===== src/hdl/lpcs_pkg.sv =====
// ----------------------------------------------------------------------------
// Length-prefixed chunk segmenter package
// Shared constants, beat types and the command word that passes from the
// front end to the back end.
// ----------------------------------------------------------------------------
`default_nettype none

package lpcs_pkg;

  // Width of the packet length counter; the low LengthBits bits of the
  // announced length are used.
  localparam int unsigned LengthBits  = 16;

  // Command queue between front end and back end.
  localparam int unsigned FifoDepth   = 4;
  localparam int unsigned FifoPtrBits = (FifoDepth > 1) ? $clog2(FifoDepth) : 1;
  localparam int unsigned FifoCntBits = $clog2(FifoDepth + 1);

  localparam logic [7:0] ChunkSizeReset = 8'd255;
  localparam logic [7:0] MinChunkSize   = 8'd2;
  localparam logic [7:0] TermByte       = 8'd0;

  typedef struct packed {
    logic [7:0]  data_byte;
    logic        first_of_packet;
    logic [15:0] packet_length;
  } in_beat_t;

  typedef struct packed {
    logic [7:0] out_byte;
    logic       chunk_end;
    logic       packet_end;
  } res_beat_t;

  // One accepted payload byte and the framing around it.
  typedef struct packed {
    logic       has_prefix;
    logic [7:0] prefix;
    logic [7:0] data;
    logic       data_ce;
    logic       has_term;
  } seg_cmd_t;

endpackage : lpcs_pkg

`default_nettype wire


===== src/hdl/lpcs_front.sv =====
// ----------------------------------------------------------------------------
// Segmenter front end
// Tracks packet and chunk counters and turns every accepted byte of an open
// packet into one framing command for the back end; other bytes are dropped.
// ----------------------------------------------------------------------------
`default_nettype none

module lpcs_front import lpcs_pkg::*; (
  input  wire logic       clk_i,
  input  wire logic       rst_ni,
  input  wire logic       accept_i,
  input  wire in_beat_t   in_i,
  input  wire logic [7:0] chunk_size_i,
  output logic            cmd_push_o,
  output seg_cmd_t        cmd_o
);

  logic [LengthBits-1:0] br_q, br_d, br_eff, br_dec;
  logic [7:0]            cbl_q, cbl_d, cbl_eff, cbl_new, cbl_dec;
  logic [7:0]            ccl_q, ccl_d, ccl_eff, ccl_new;
  logic [7:0]            size, maxp, pfx;
  logic                  need_prefix, last_byte;

  always_comb begin
    size    = (chunk_size_i < MinChunkSize) ? MinChunkSize : chunk_size_i;
    maxp    = size - 8'd1;
    br_eff  = in_i.first_of_packet ? LengthBits'(in_i.packet_length) : br_q;
    cbl_eff = in_i.first_of_packet ? 8'd0 : cbl_q;
    ccl_eff = in_i.first_of_packet ? 8'd0 : ccl_q;

    need_prefix = (cbl_eff == 8'd0);
    pfx = (br_eff < LengthBits'(maxp)) ? br_eff[7:0] : maxp;
    cbl_new = need_prefix ? pfx : cbl_eff;
    ccl_new = need_prefix ? pfx : ccl_eff;
    cbl_dec = cbl_new - 8'd1;
    br_dec  = br_eff - 1'b1;
    last_byte = (br_dec == '0);

    cmd_o.has_prefix = need_prefix;
    cmd_o.prefix     = pfx;
    cmd_o.data       = in_i.data_byte;
    // On the final byte the terminator joins the chunk only if it still fits.
    cmd_o.data_ce    = last_byte ? !(({1'b0, ccl_new} + 9'd1) < {1'b0, size})
                                 : (cbl_dec == 8'd0);
    cmd_o.has_term   = last_byte;

    cmd_push_o = accept_i && (br_eff != '0);

    br_d  = br_q;
    cbl_d = cbl_q;
    ccl_d = ccl_q;
    if (accept_i) begin
      if (br_eff == '0) begin
        br_d  = br_eff;
        cbl_d = cbl_eff;
        ccl_d = ccl_eff;
      end else if (last_byte) begin
        br_d  = '0;
        cbl_d = 8'd0;
        ccl_d = 8'd0;
      end else begin
        br_d  = br_dec;
        cbl_d = cbl_dec;
        ccl_d = ccl_new;
      end
    end
  end

  always_ff @(posedge clk_i or negedge rst_ni) begin
    if (!rst_ni) begin
      br_q  <= '0;
      cbl_q <= 8'd0;
      ccl_q <= 8'd0;
    end else begin
      br_q  <= br_d;
      cbl_q <= cbl_d;
      ccl_q <= ccl_d;
    end
  end

endmodule : lpcs_front

`default_nettype wire


===== src/hdl/lpcs_fifo.sv =====
// ----------------------------------------------------------------------------
// Segmenter command queue
// Small register queue that decouples the front end from the back end.
// ----------------------------------------------------------------------------
`default_nettype none

module lpcs_fifo import lpcs_pkg::*; (
  input  wire logic     clk_i,
  input  wire logic     rst_ni,
  input  wire logic     push_i,
  input  wire seg_cmd_t data_i,
  output logic          full_o,
  input  wire logic     pop_i,
  output logic          empty_o,
  output seg_cmd_t      data_o
);

  seg_cmd_t                mem_q [FifoDepth];
  logic [FifoPtrBits-1:0]  wptr_q, wptr_d, rptr_q, rptr_d;
  logic [FifoCntBits-1:0]  cnt_q, cnt_d;
  logic                    do_push, do_pop;

  assign full_o  = (cnt_q == FifoCntBits'(FifoDepth));
  assign empty_o = (cnt_q == '0);
  assign data_o  = mem_q[rptr_q];
  assign do_push = push_i && !full_o;
  assign do_pop  = pop_i && !empty_o;

  always_comb begin
    wptr_d = wptr_q;
    rptr_d = rptr_q;
    cnt_d  = cnt_q;
    if (do_push) begin
      wptr_d = (wptr_q == FifoPtrBits'(FifoDepth - 1)) ? '0 : wptr_q + 1'b1;
    end
    if (do_pop) begin
      rptr_d = (rptr_q == FifoPtrBits'(FifoDepth - 1)) ? '0 : rptr_q + 1'b1;
    end
    if (do_push && !do_pop) begin
      cnt_d = cnt_q + 1'b1;
    end else if (do_pop && !do_push) begin
      cnt_d = cnt_q - 1'b1;
    end
  end

  always_ff @(posedge clk_i or negedge rst_ni) begin
    if (!rst_ni) begin
      wptr_q <= '0;
      rptr_q <= '0;
      cnt_q  <= '0;
    end else begin
      wptr_q <= wptr_d;
      rptr_q <= rptr_d;
      cnt_q  <= cnt_d;
    end
  end

  always_ff @(posedge clk_i) begin
    if (do_push) begin
      mem_q[wptr_q] <= data_i;
    end
  end

endmodule : lpcs_fifo

`default_nettype wire


===== src/hdl/lpcs_back.sv =====
// ----------------------------------------------------------------------------
// Segmenter back end
// Expands each command into its prefix, payload and terminator beats and
// holds the oldest beat in an output register.
// ----------------------------------------------------------------------------
`default_nettype none

module lpcs_back import lpcs_pkg::*; (
  input  wire logic     clk_i,
  input  wire logic     rst_ni,
  input  wire logic     cmd_empty_i,
  input  wire seg_cmd_t cmd_i,
  output logic          cmd_pop_o,
  input  wire logic     pop_i,
  output logic          empty_o,
  output res_beat_t     res_o
);

  seg_cmd_t  cur_q, cur_d;
  logic      pend_pfx_q, pend_pfx_d;
  logic      pend_dat_q, pend_dat_d;
  logic      pend_trm_q, pend_trm_d;
  logic      out_vld_q, out_vld_d;
  res_beat_t out_q, out_d;
  logic      cur_vld, out_ld, cur_last;

  assign cur_vld = pend_pfx_q || pend_dat_q || pend_trm_q;
  assign out_ld  = cur_vld && (!out_vld_q || pop_i);
  assign empty_o = !out_vld_q;
  assign res_o   = out_q;

  always_comb begin
    pend_pfx_d = pend_pfx_q;
    pend_dat_d = pend_dat_q;
    pend_trm_d = pend_trm_q;
    cur_d      = cur_q;
    out_d      = out_q;
    cur_last   = 1'b0;

    if (pend_pfx_q) begin
      cur_last = 1'b0;
    end else if (pend_dat_q) begin
      cur_last = !pend_trm_q;
    end else begin
      cur_last = 1'b1;
    end

    // The output register only changes when its beat leaves or it is empty.
    if (out_ld) begin
      if (pend_pfx_q) begin
        out_d = '{out_byte: cur_q.prefix, chunk_end: 1'b0, packet_end: 1'b0};
      end else if (pend_dat_q) begin
        out_d = '{out_byte: cur_q.data, chunk_end: cur_q.data_ce, packet_end: 1'b0};
      end else begin
        out_d = '{out_byte: TermByte, chunk_end: 1'b1, packet_end: 1'b1};
      end
    end

    if (out_ld) begin
      if (pend_pfx_q) begin
        pend_pfx_d = 1'b0;
      end else if (pend_dat_q) begin
        pend_dat_d = 1'b0;
      end else begin
        pend_trm_d = 1'b0;
      end
    end

    cmd_pop_o = !cmd_empty_i && (!cur_vld || (out_ld && cur_last));
    if (cmd_pop_o) begin
      cur_d      = cmd_i;
      pend_pfx_d = cmd_i.has_prefix;
      pend_dat_d = 1'b1;
      pend_trm_d = cmd_i.has_term;
    end

    if (out_ld) begin
      out_vld_d = 1'b1;
    end else if (pop_i) begin
      out_vld_d = 1'b0;
    end else begin
      out_vld_d = out_vld_q;
    end
  end

  always_ff @(posedge clk_i or negedge rst_ni) begin
    if (!rst_ni) begin
      pend_pfx_q <= 1'b0;
      pend_dat_q <= 1'b0;
      pend_trm_q <= 1'b0;
      out_vld_q  <= 1'b0;
    end else begin
      pend_pfx_q <= pend_pfx_d;
      pend_dat_q <= pend_dat_d;
      pend_trm_q <= pend_trm_d;
      out_vld_q  <= out_vld_d;
    end
  end

  always_ff @(posedge clk_i) begin
    cur_q <= cur_d;
    out_q <= out_d;
  end

`ifndef ASSERT_OFF
  // Every command carries its payload byte, so framing beats never stand alone.
  a_payload_pending: assert property (@(posedge clk_i) disable iff (!rst_ni)
    pend_pfx_q |-> pend_dat_q)
    else $error("prefix pending without payload byte");

  // A terminator beat always closes a transport chunk and carries a zero byte.
  a_term_closes_chunk: assert property (@(posedge clk_i) disable iff (!rst_ni)
    (out_vld_q && out_q.packet_end) |-> (out_q.chunk_end && out_q.out_byte == TermByte))
    else $error("terminator beat malformed");

  // A new command is taken only when the current one is used up.
  a_no_overwrite: assert property (@(posedge clk_i) disable iff (!rst_ni)
    cmd_pop_o |-> (!cur_vld || (out_ld && cur_last)))
    else $error("command loaded over unfinished one");
`endif

endmodule : lpcs_back

`default_nettype wire


===== src/hdl/length_prefixed_chunk_segmenter_top.sv =====
// ----------------------------------------------------------------------------
// Length-prefixed chunk segmenter, top level
//
// Usage: packet bytes enter on in_i through a queue-style port; a byte is
// taken at a rising edge with push high and full low. The first byte of a
// packet sets first_of_packet and carries the packet length. Framed beats
// leave on res_o: while empty is low the oldest beat is shown, and it is
// taken at an edge with pop high. Each beat is a length prefix, a payload
// byte or the zero terminator, flagged by chunk_end and packet_end.
// The chunk size is written on the cfg channel (cfg_valid_i, always ready)
// and the user must write it only while the block is idle (not checked).
// Path: command queue, current-command register, then the output register.
// Throughput: the back end emits one beat per cycle while pop is high. A
// byte is one to three beats (prefix, payload, terminator). The front end
// takes a byte per cycle as long as the four-entry command queue has room.
// Reset: chunk size returns to 255, all counters clear, queues empty.
// Stall: when pop stays low, the output register holds its beat, the queue
// fills and full rises; nothing is lost.
// ----------------------------------------------------------------------------
`default_nettype none

module length_prefixed_chunk_segmenter_top import lpcs_pkg::*; (
  input  wire logic       clk_i,
  input  wire logic       rst_ni,
  // Input byte channel.
  input  wire logic       push,
  output logic            full,
  input  wire in_beat_t   in_i,
  // Result beat channel.
  input  wire logic       pop,
  output logic            empty,
  output res_beat_t       res_o,
  // Chunk size register write channel.
  input  wire logic       cfg_valid_i,
  output logic            cfg_ready_o,
  input  wire logic [7:0] cfg_data_i
);

  logic [7:0] chunk_size_q;
  logic       accept;
  logic       cmd_push, cmd_pop, cmd_empty;
  seg_cmd_t   cmd_wr, cmd_rd;

  // The register is a plain flop, so writes are always taken.
  assign cfg_ready_o = 1'b1;

  always_ff @(posedge clk_i or negedge rst_ni) begin
    if (!rst_ni) begin
      chunk_size_q <= ChunkSizeReset;
    end else if (cfg_valid_i) begin
      chunk_size_q <= cfg_data_i;
    end
  end

  // A byte is taken only when the queue has room for its command, so the
  // front end never has to hold anything back.
  assign accept = push && !full;

  lpcs_front u_front (
    .clk_i       (clk_i),
    .rst_ni      (rst_ni),
    .accept_i    (accept),
    .in_i        (in_i),
    .chunk_size_i(chunk_size_q),
    .cmd_push_o  (cmd_push),
    .cmd_o       (cmd_wr)
  );

  lpcs_fifo u_fifo (
    .clk_i  (clk_i),
    .rst_ni (rst_ni),
    .push_i (cmd_push),
    .data_i (cmd_wr),
    .full_o (full),
    .pop_i  (cmd_pop),
    .empty_o(cmd_empty),
    .data_o (cmd_rd)
  );

  lpcs_back u_back (
    .clk_i      (clk_i),
    .rst_ni     (rst_ni),
    .cmd_empty_i(cmd_empty),
    .cmd_i      (cmd_rd),
    .cmd_pop_o  (cmd_pop),
    .pop_i      (pop),
    .empty_o    (empty),
    .res_o      (res_o)
  );

endmodule : length_prefixed_chunk_segmenter_top

`default_nettype wire


===== config.mk =====
export PLATFORM = sky130hd
export DESIGN_NAME = length_prefixed_chunk_segmenter_top
export DESIGN_NICKNAME = d
export VERILOG_FILES = /design/src/hdl/lpcs_pkg.sv /design/src/hdl/lpcs_front.sv /design/src/hdl/lpcs_fifo.sv /design/src/hdl/lpcs_back.sv /design/src/hdl/length_prefixed_chunk_segmenter_top.sv
export SDC_FILE = /design/constraint.sdc
export NUM_CORES = 1
export LEC_CHECK = 0
export ABC_AREA = 1
export BUFFER_PORTS_ARGS = -buffer_cell sky130_fd_sc_hd__buf_2
export CORE_AREA = 2 2 140 108
export CTS_CLUSTER_DIAMETER = 50
export DETAILED_ROUTE_END_ITERATION = 12
export DIE_AREA = 0 0 142 110
export HOLD_SLACK_MARGIN = 0.15
export PLACE_DENSITY_LB_ADDON = 0.12
export SYNTH_ARGS = -nofsm -noshare
export SYNTH_HDL_FRONTEND = slang
export SYNTH_HIERARCHICAL = 1
export SYNTH_SLANG_ARGS = --single-unit

===== constraint.sdc =====
create_clock -name clk_i -period 5.1 [get_ports clk_i]
set_input_delay 0.255 -clock clk_i [delete_from_list [all_inputs] [get_ports clk_i]]
set_output_delay 0.255 -clock clk_i [all_outputs]
set_load 0.01 [all_outputs]

==> qor.txt <==
Min Clock Period, post-route - 4.58 ns
Reg clk slew, reported paths - 0.07 ns
Clk_lat worst skew - 0.42 ns
IO Count - 51
Final setup viols - 0
Top_reg_cell synth - edfxtp_1
Final instance area - 9670 sq um
Final hold violations - 0
Avg Inst Size Synth - 9.07 sq um
# diodes - 0
Number of global-route vias before repair - 6036
Period utilisation layout - 0.898
Post-CTS Setup Inserts - 0
Status - completed
Vias per inst - 5.37
Total internal power - 3250 uW
Port bufs - 49
Hold-fix buffers, CTS - 26
First-pass GRT wire length - 30200 um
Layout cell share with drive strength beyond 1 - 0.173
Max-slew headroom - 0.435
Die ar. - 15600 sq um
GR Layer Usage met1 - 0.371
Power per Cell Area - 538 nW/um^2
Count of different cell masters after synthesis - 52
Hpwl dp - 12600 um
CTS sink cnt - 154
Share of the synthesized area in the top cell type - 0.362
Slew @ Worst Pin - 0.844 ns
Clk root buf - clkbuf_16
Top delay family on crit path - simple AND/OR/NAND/NOR gates
Post-Synthesis Cells - 941
Switching Fraction - 0.376
Initial drt markers - 638
Final Hold Slack - 0.226 ns
Routed wire per std cell - 15.6 um
Post-synth net total - 1004
Clock Skew - 0.0131 ns
# DRC - 0
Pin count of the biggest net entering global routing - 61
Via count - 6450
Worst EP required - 5.25 ns
Placer Congestion - 0.907
Die Ht - 110 um
Initial antenna violation count - 0
Worst-path fanout max - 10
Gate power share - 0.360
Share of the yosys chip area belonging to registers - 0.513
Gr busiest metal - met2
Switching pwr - 1950 uW
H-Tree Level Count - 4
Critical Path AT - 4.74 ns
Rows - 38
Area growth syn-to-layout - 13.3%
Area contributors post-synth - edfxtp_1 36%, dfrtp_1 13%, nand2_1 12%
Max-capacitance violation count - 0
Buf/Inv on CP - 1
Fin nets - 1072
F_max - 218 MHz
Yosys warnings - 6
Ys async rst share - 0.331
DRT Wirelength - 18700 um
Cell Area, Synth - 8530 sq um
Initial core utilization - 0.600
Max incr delay on CP - 0.57 ns
Met3 usage - 0.0536
Routed Antenna Nets - 0
Sequential power share - 0.399
Core area - 14200 sq um
Tot GR Track Use - 0.252
Synth Register Bits - 154
CTS tree - done
Most used cell, CP - nand2_1
EDFF count, synth - 103
Startpoint Class - register
Post-cts gate resize count - 0
Placed Area - 8830 sq um
Fin. max-slew vios - 0
Clock Power Share - 0.241
Synth area leader - edfxtp_1
Slowest cell on the critical path - dfstp_2
Grt total ovfl - 0
Overall power - 5200 uW
Pleak - 0.00445 uW
Num CTS Buffers - 17
CP endpoint kind - register
Grt met2 use - 0.384
Die Width - 142 um
1st-pass router iterations - 6
Bufs on Longest Clock Path - 2
Max IR drop VDD - 0.282 mV
Fin Setup TNS - 0 ns
Crit Path Class - register to register
RSZ-0062 raised after global routing - no
Fill cells - 1109
Worst Hold Class - primary input to register
## layout by cell type, fill, tap and decap left out, types with 15 or more instances in the layout
master	count
nand4_1	15
inv_1	130
inv_2	15
ha_1	24
buf_2	49
o21ai_0	18
a21oi_1	19
o211ai_2	19
nand2_1	269
edfxtp_1	103
dfrtp_1	42
clkbuf_16	17
nor2_1	56
dlygate4sd3_1	26
nand3_1	53
o211ai_1	20
## power by group through the flow
stage	Clock, uW	Combinational (uW)	Sequential (uW)
6_report	1250	1870	2070
5_1_grt	1320	2120	2120
4_1_cts	1270	1860	2070
3_5_place_dp	0	1830	2090
3_3_place_gp	0	1790	2080
2_1_floorplan	0	1440	2040
## final cells by class
type | instances | area [sq um] | share of cell area
Sequential cell | 154 | 4380 | 0.453
Multi-Input combinational cell | 603 | 3340 | 0.345
Clock buffer | 19 | 433 | 0.0448
Timing Repair Buffer | 88 | 603 | 0.0624
Tap cell | 180 | 225 | 0.0233
Inverter | 145 | 544 | 0.0563
Clock inverter | 12 | 149 | 0.0154
## metal layers
layer	wire length [um]	vias up
li1	-	3214
met1	9110	3009
met2	8240	216
met3	1240	11
met4	114	0
met5	0	-
## metrics by stage
stage                     setup slack (ns)  utilization  instances
final                                0.518        0.680       1201
after global placement               0.729        0.621       1144
after global routing                0.0766        0.680       1201
after CTS                            0.578        0.680       1201
after floorplan                       1.06            -        941
after detailed placement             0.604        0.621       1144
## cell usage after synthesis, types with 2 or more instances
| library cell | count |
|---|---|
| nand2_1 | 269 |
| inv_1 | 130 |
| edfxtp_1 | 103 |
| nor2_1 | 61 |
| nand3_1 | 53 |
| dfrtp_1 | 43 |
| ha_1 | 24 |
| o211ai_1 | 20 |
| a21oi_1 | 19 |
| o211ai_2 | 19 |
| o21ai_0 | 18 |
| inv_2 | 15 |
| nand4_1 | 15 |
| o21ai_1 | 14 |
| xor2_1 | 14 |
| buf_4 | 13 |
| buf_2 | 9 |
| o21ai_2 | 9 |
| clkbuf_1 | 8 |
| dfstp_2 | 8 |
| nand2_2 | 8 |
| nand3_2 | 8 |
| a31oi_1 | 7 |
| and2_1 | 5 |
| buf_6 | 5 |
| xnor2_1 | 5 |
| nor2_2 | 4 |
| nor2_4 | 4 |
| nor3_1 | 4 |
| a32o_1 | 3 |
| and3_1 | 2 |
| buf_12 | 2 |
## path summary, 6_finish.rpt
kind / from / to / slack [ns] / cells past startpoint
worst max-delay path: chunk_size_q[4] / u_fifo/mem_q[3][1] / 0.52 / 31
worst min-delay path: cfg_valid_i / chunk_size_q[6] / 0.23 / 4
worst max register to register: chunk_size_q[4] / u_fifo/mem_q[3][1] / 0.52 / 31
worst min register to register: chunk_size_q[3] / chunk_size_q[3] / 0.48 / 2
max in group asynchronous: rst_ni / u_fifo/rptr_q[0] / 4.10 / 3
min in group asynchronous: rst_ni / u_front/ccl_q[1] / 0.49 / 3
## tightest hold or removal path, delay by kind of cell
kind          cells  cell delay (ns)
buf+inv           2             0.27
simple gates      2             0.12
## cell families (layout without fill, tap and decap cells)
logic type | Yosys count | after routing | share of synthesized area
buf+inv | 184 | 264 | 0.0975
simple gates | 441 | 441 | 0.228
fa+ha+maj | 25 | 25 | 0.0375
flops | 154 | 154 | 0.513
other cells | 1 | 1 | 0.000439
mux | 2 | 2 | 0.00279
compound gates | 115 | 115 | 0.101
xor+xnor | 19 | 19 | 0.0195
## state kept, by name (all words and copies together) (netlist names), 2 cells and up
name and cells:
u_front/ccl_q 8, u_fifo/wptr_q 2, u_back/res_o 10, u_fifo/cnt_q 3, chunk_size_q 8, u_fifo/rptr_q 2, u_fifo/mem_q 76, u_front/cbl_q 8
u_front/br_q 16, u_back/cur_q 17
(Power assumes the default switching activity.)
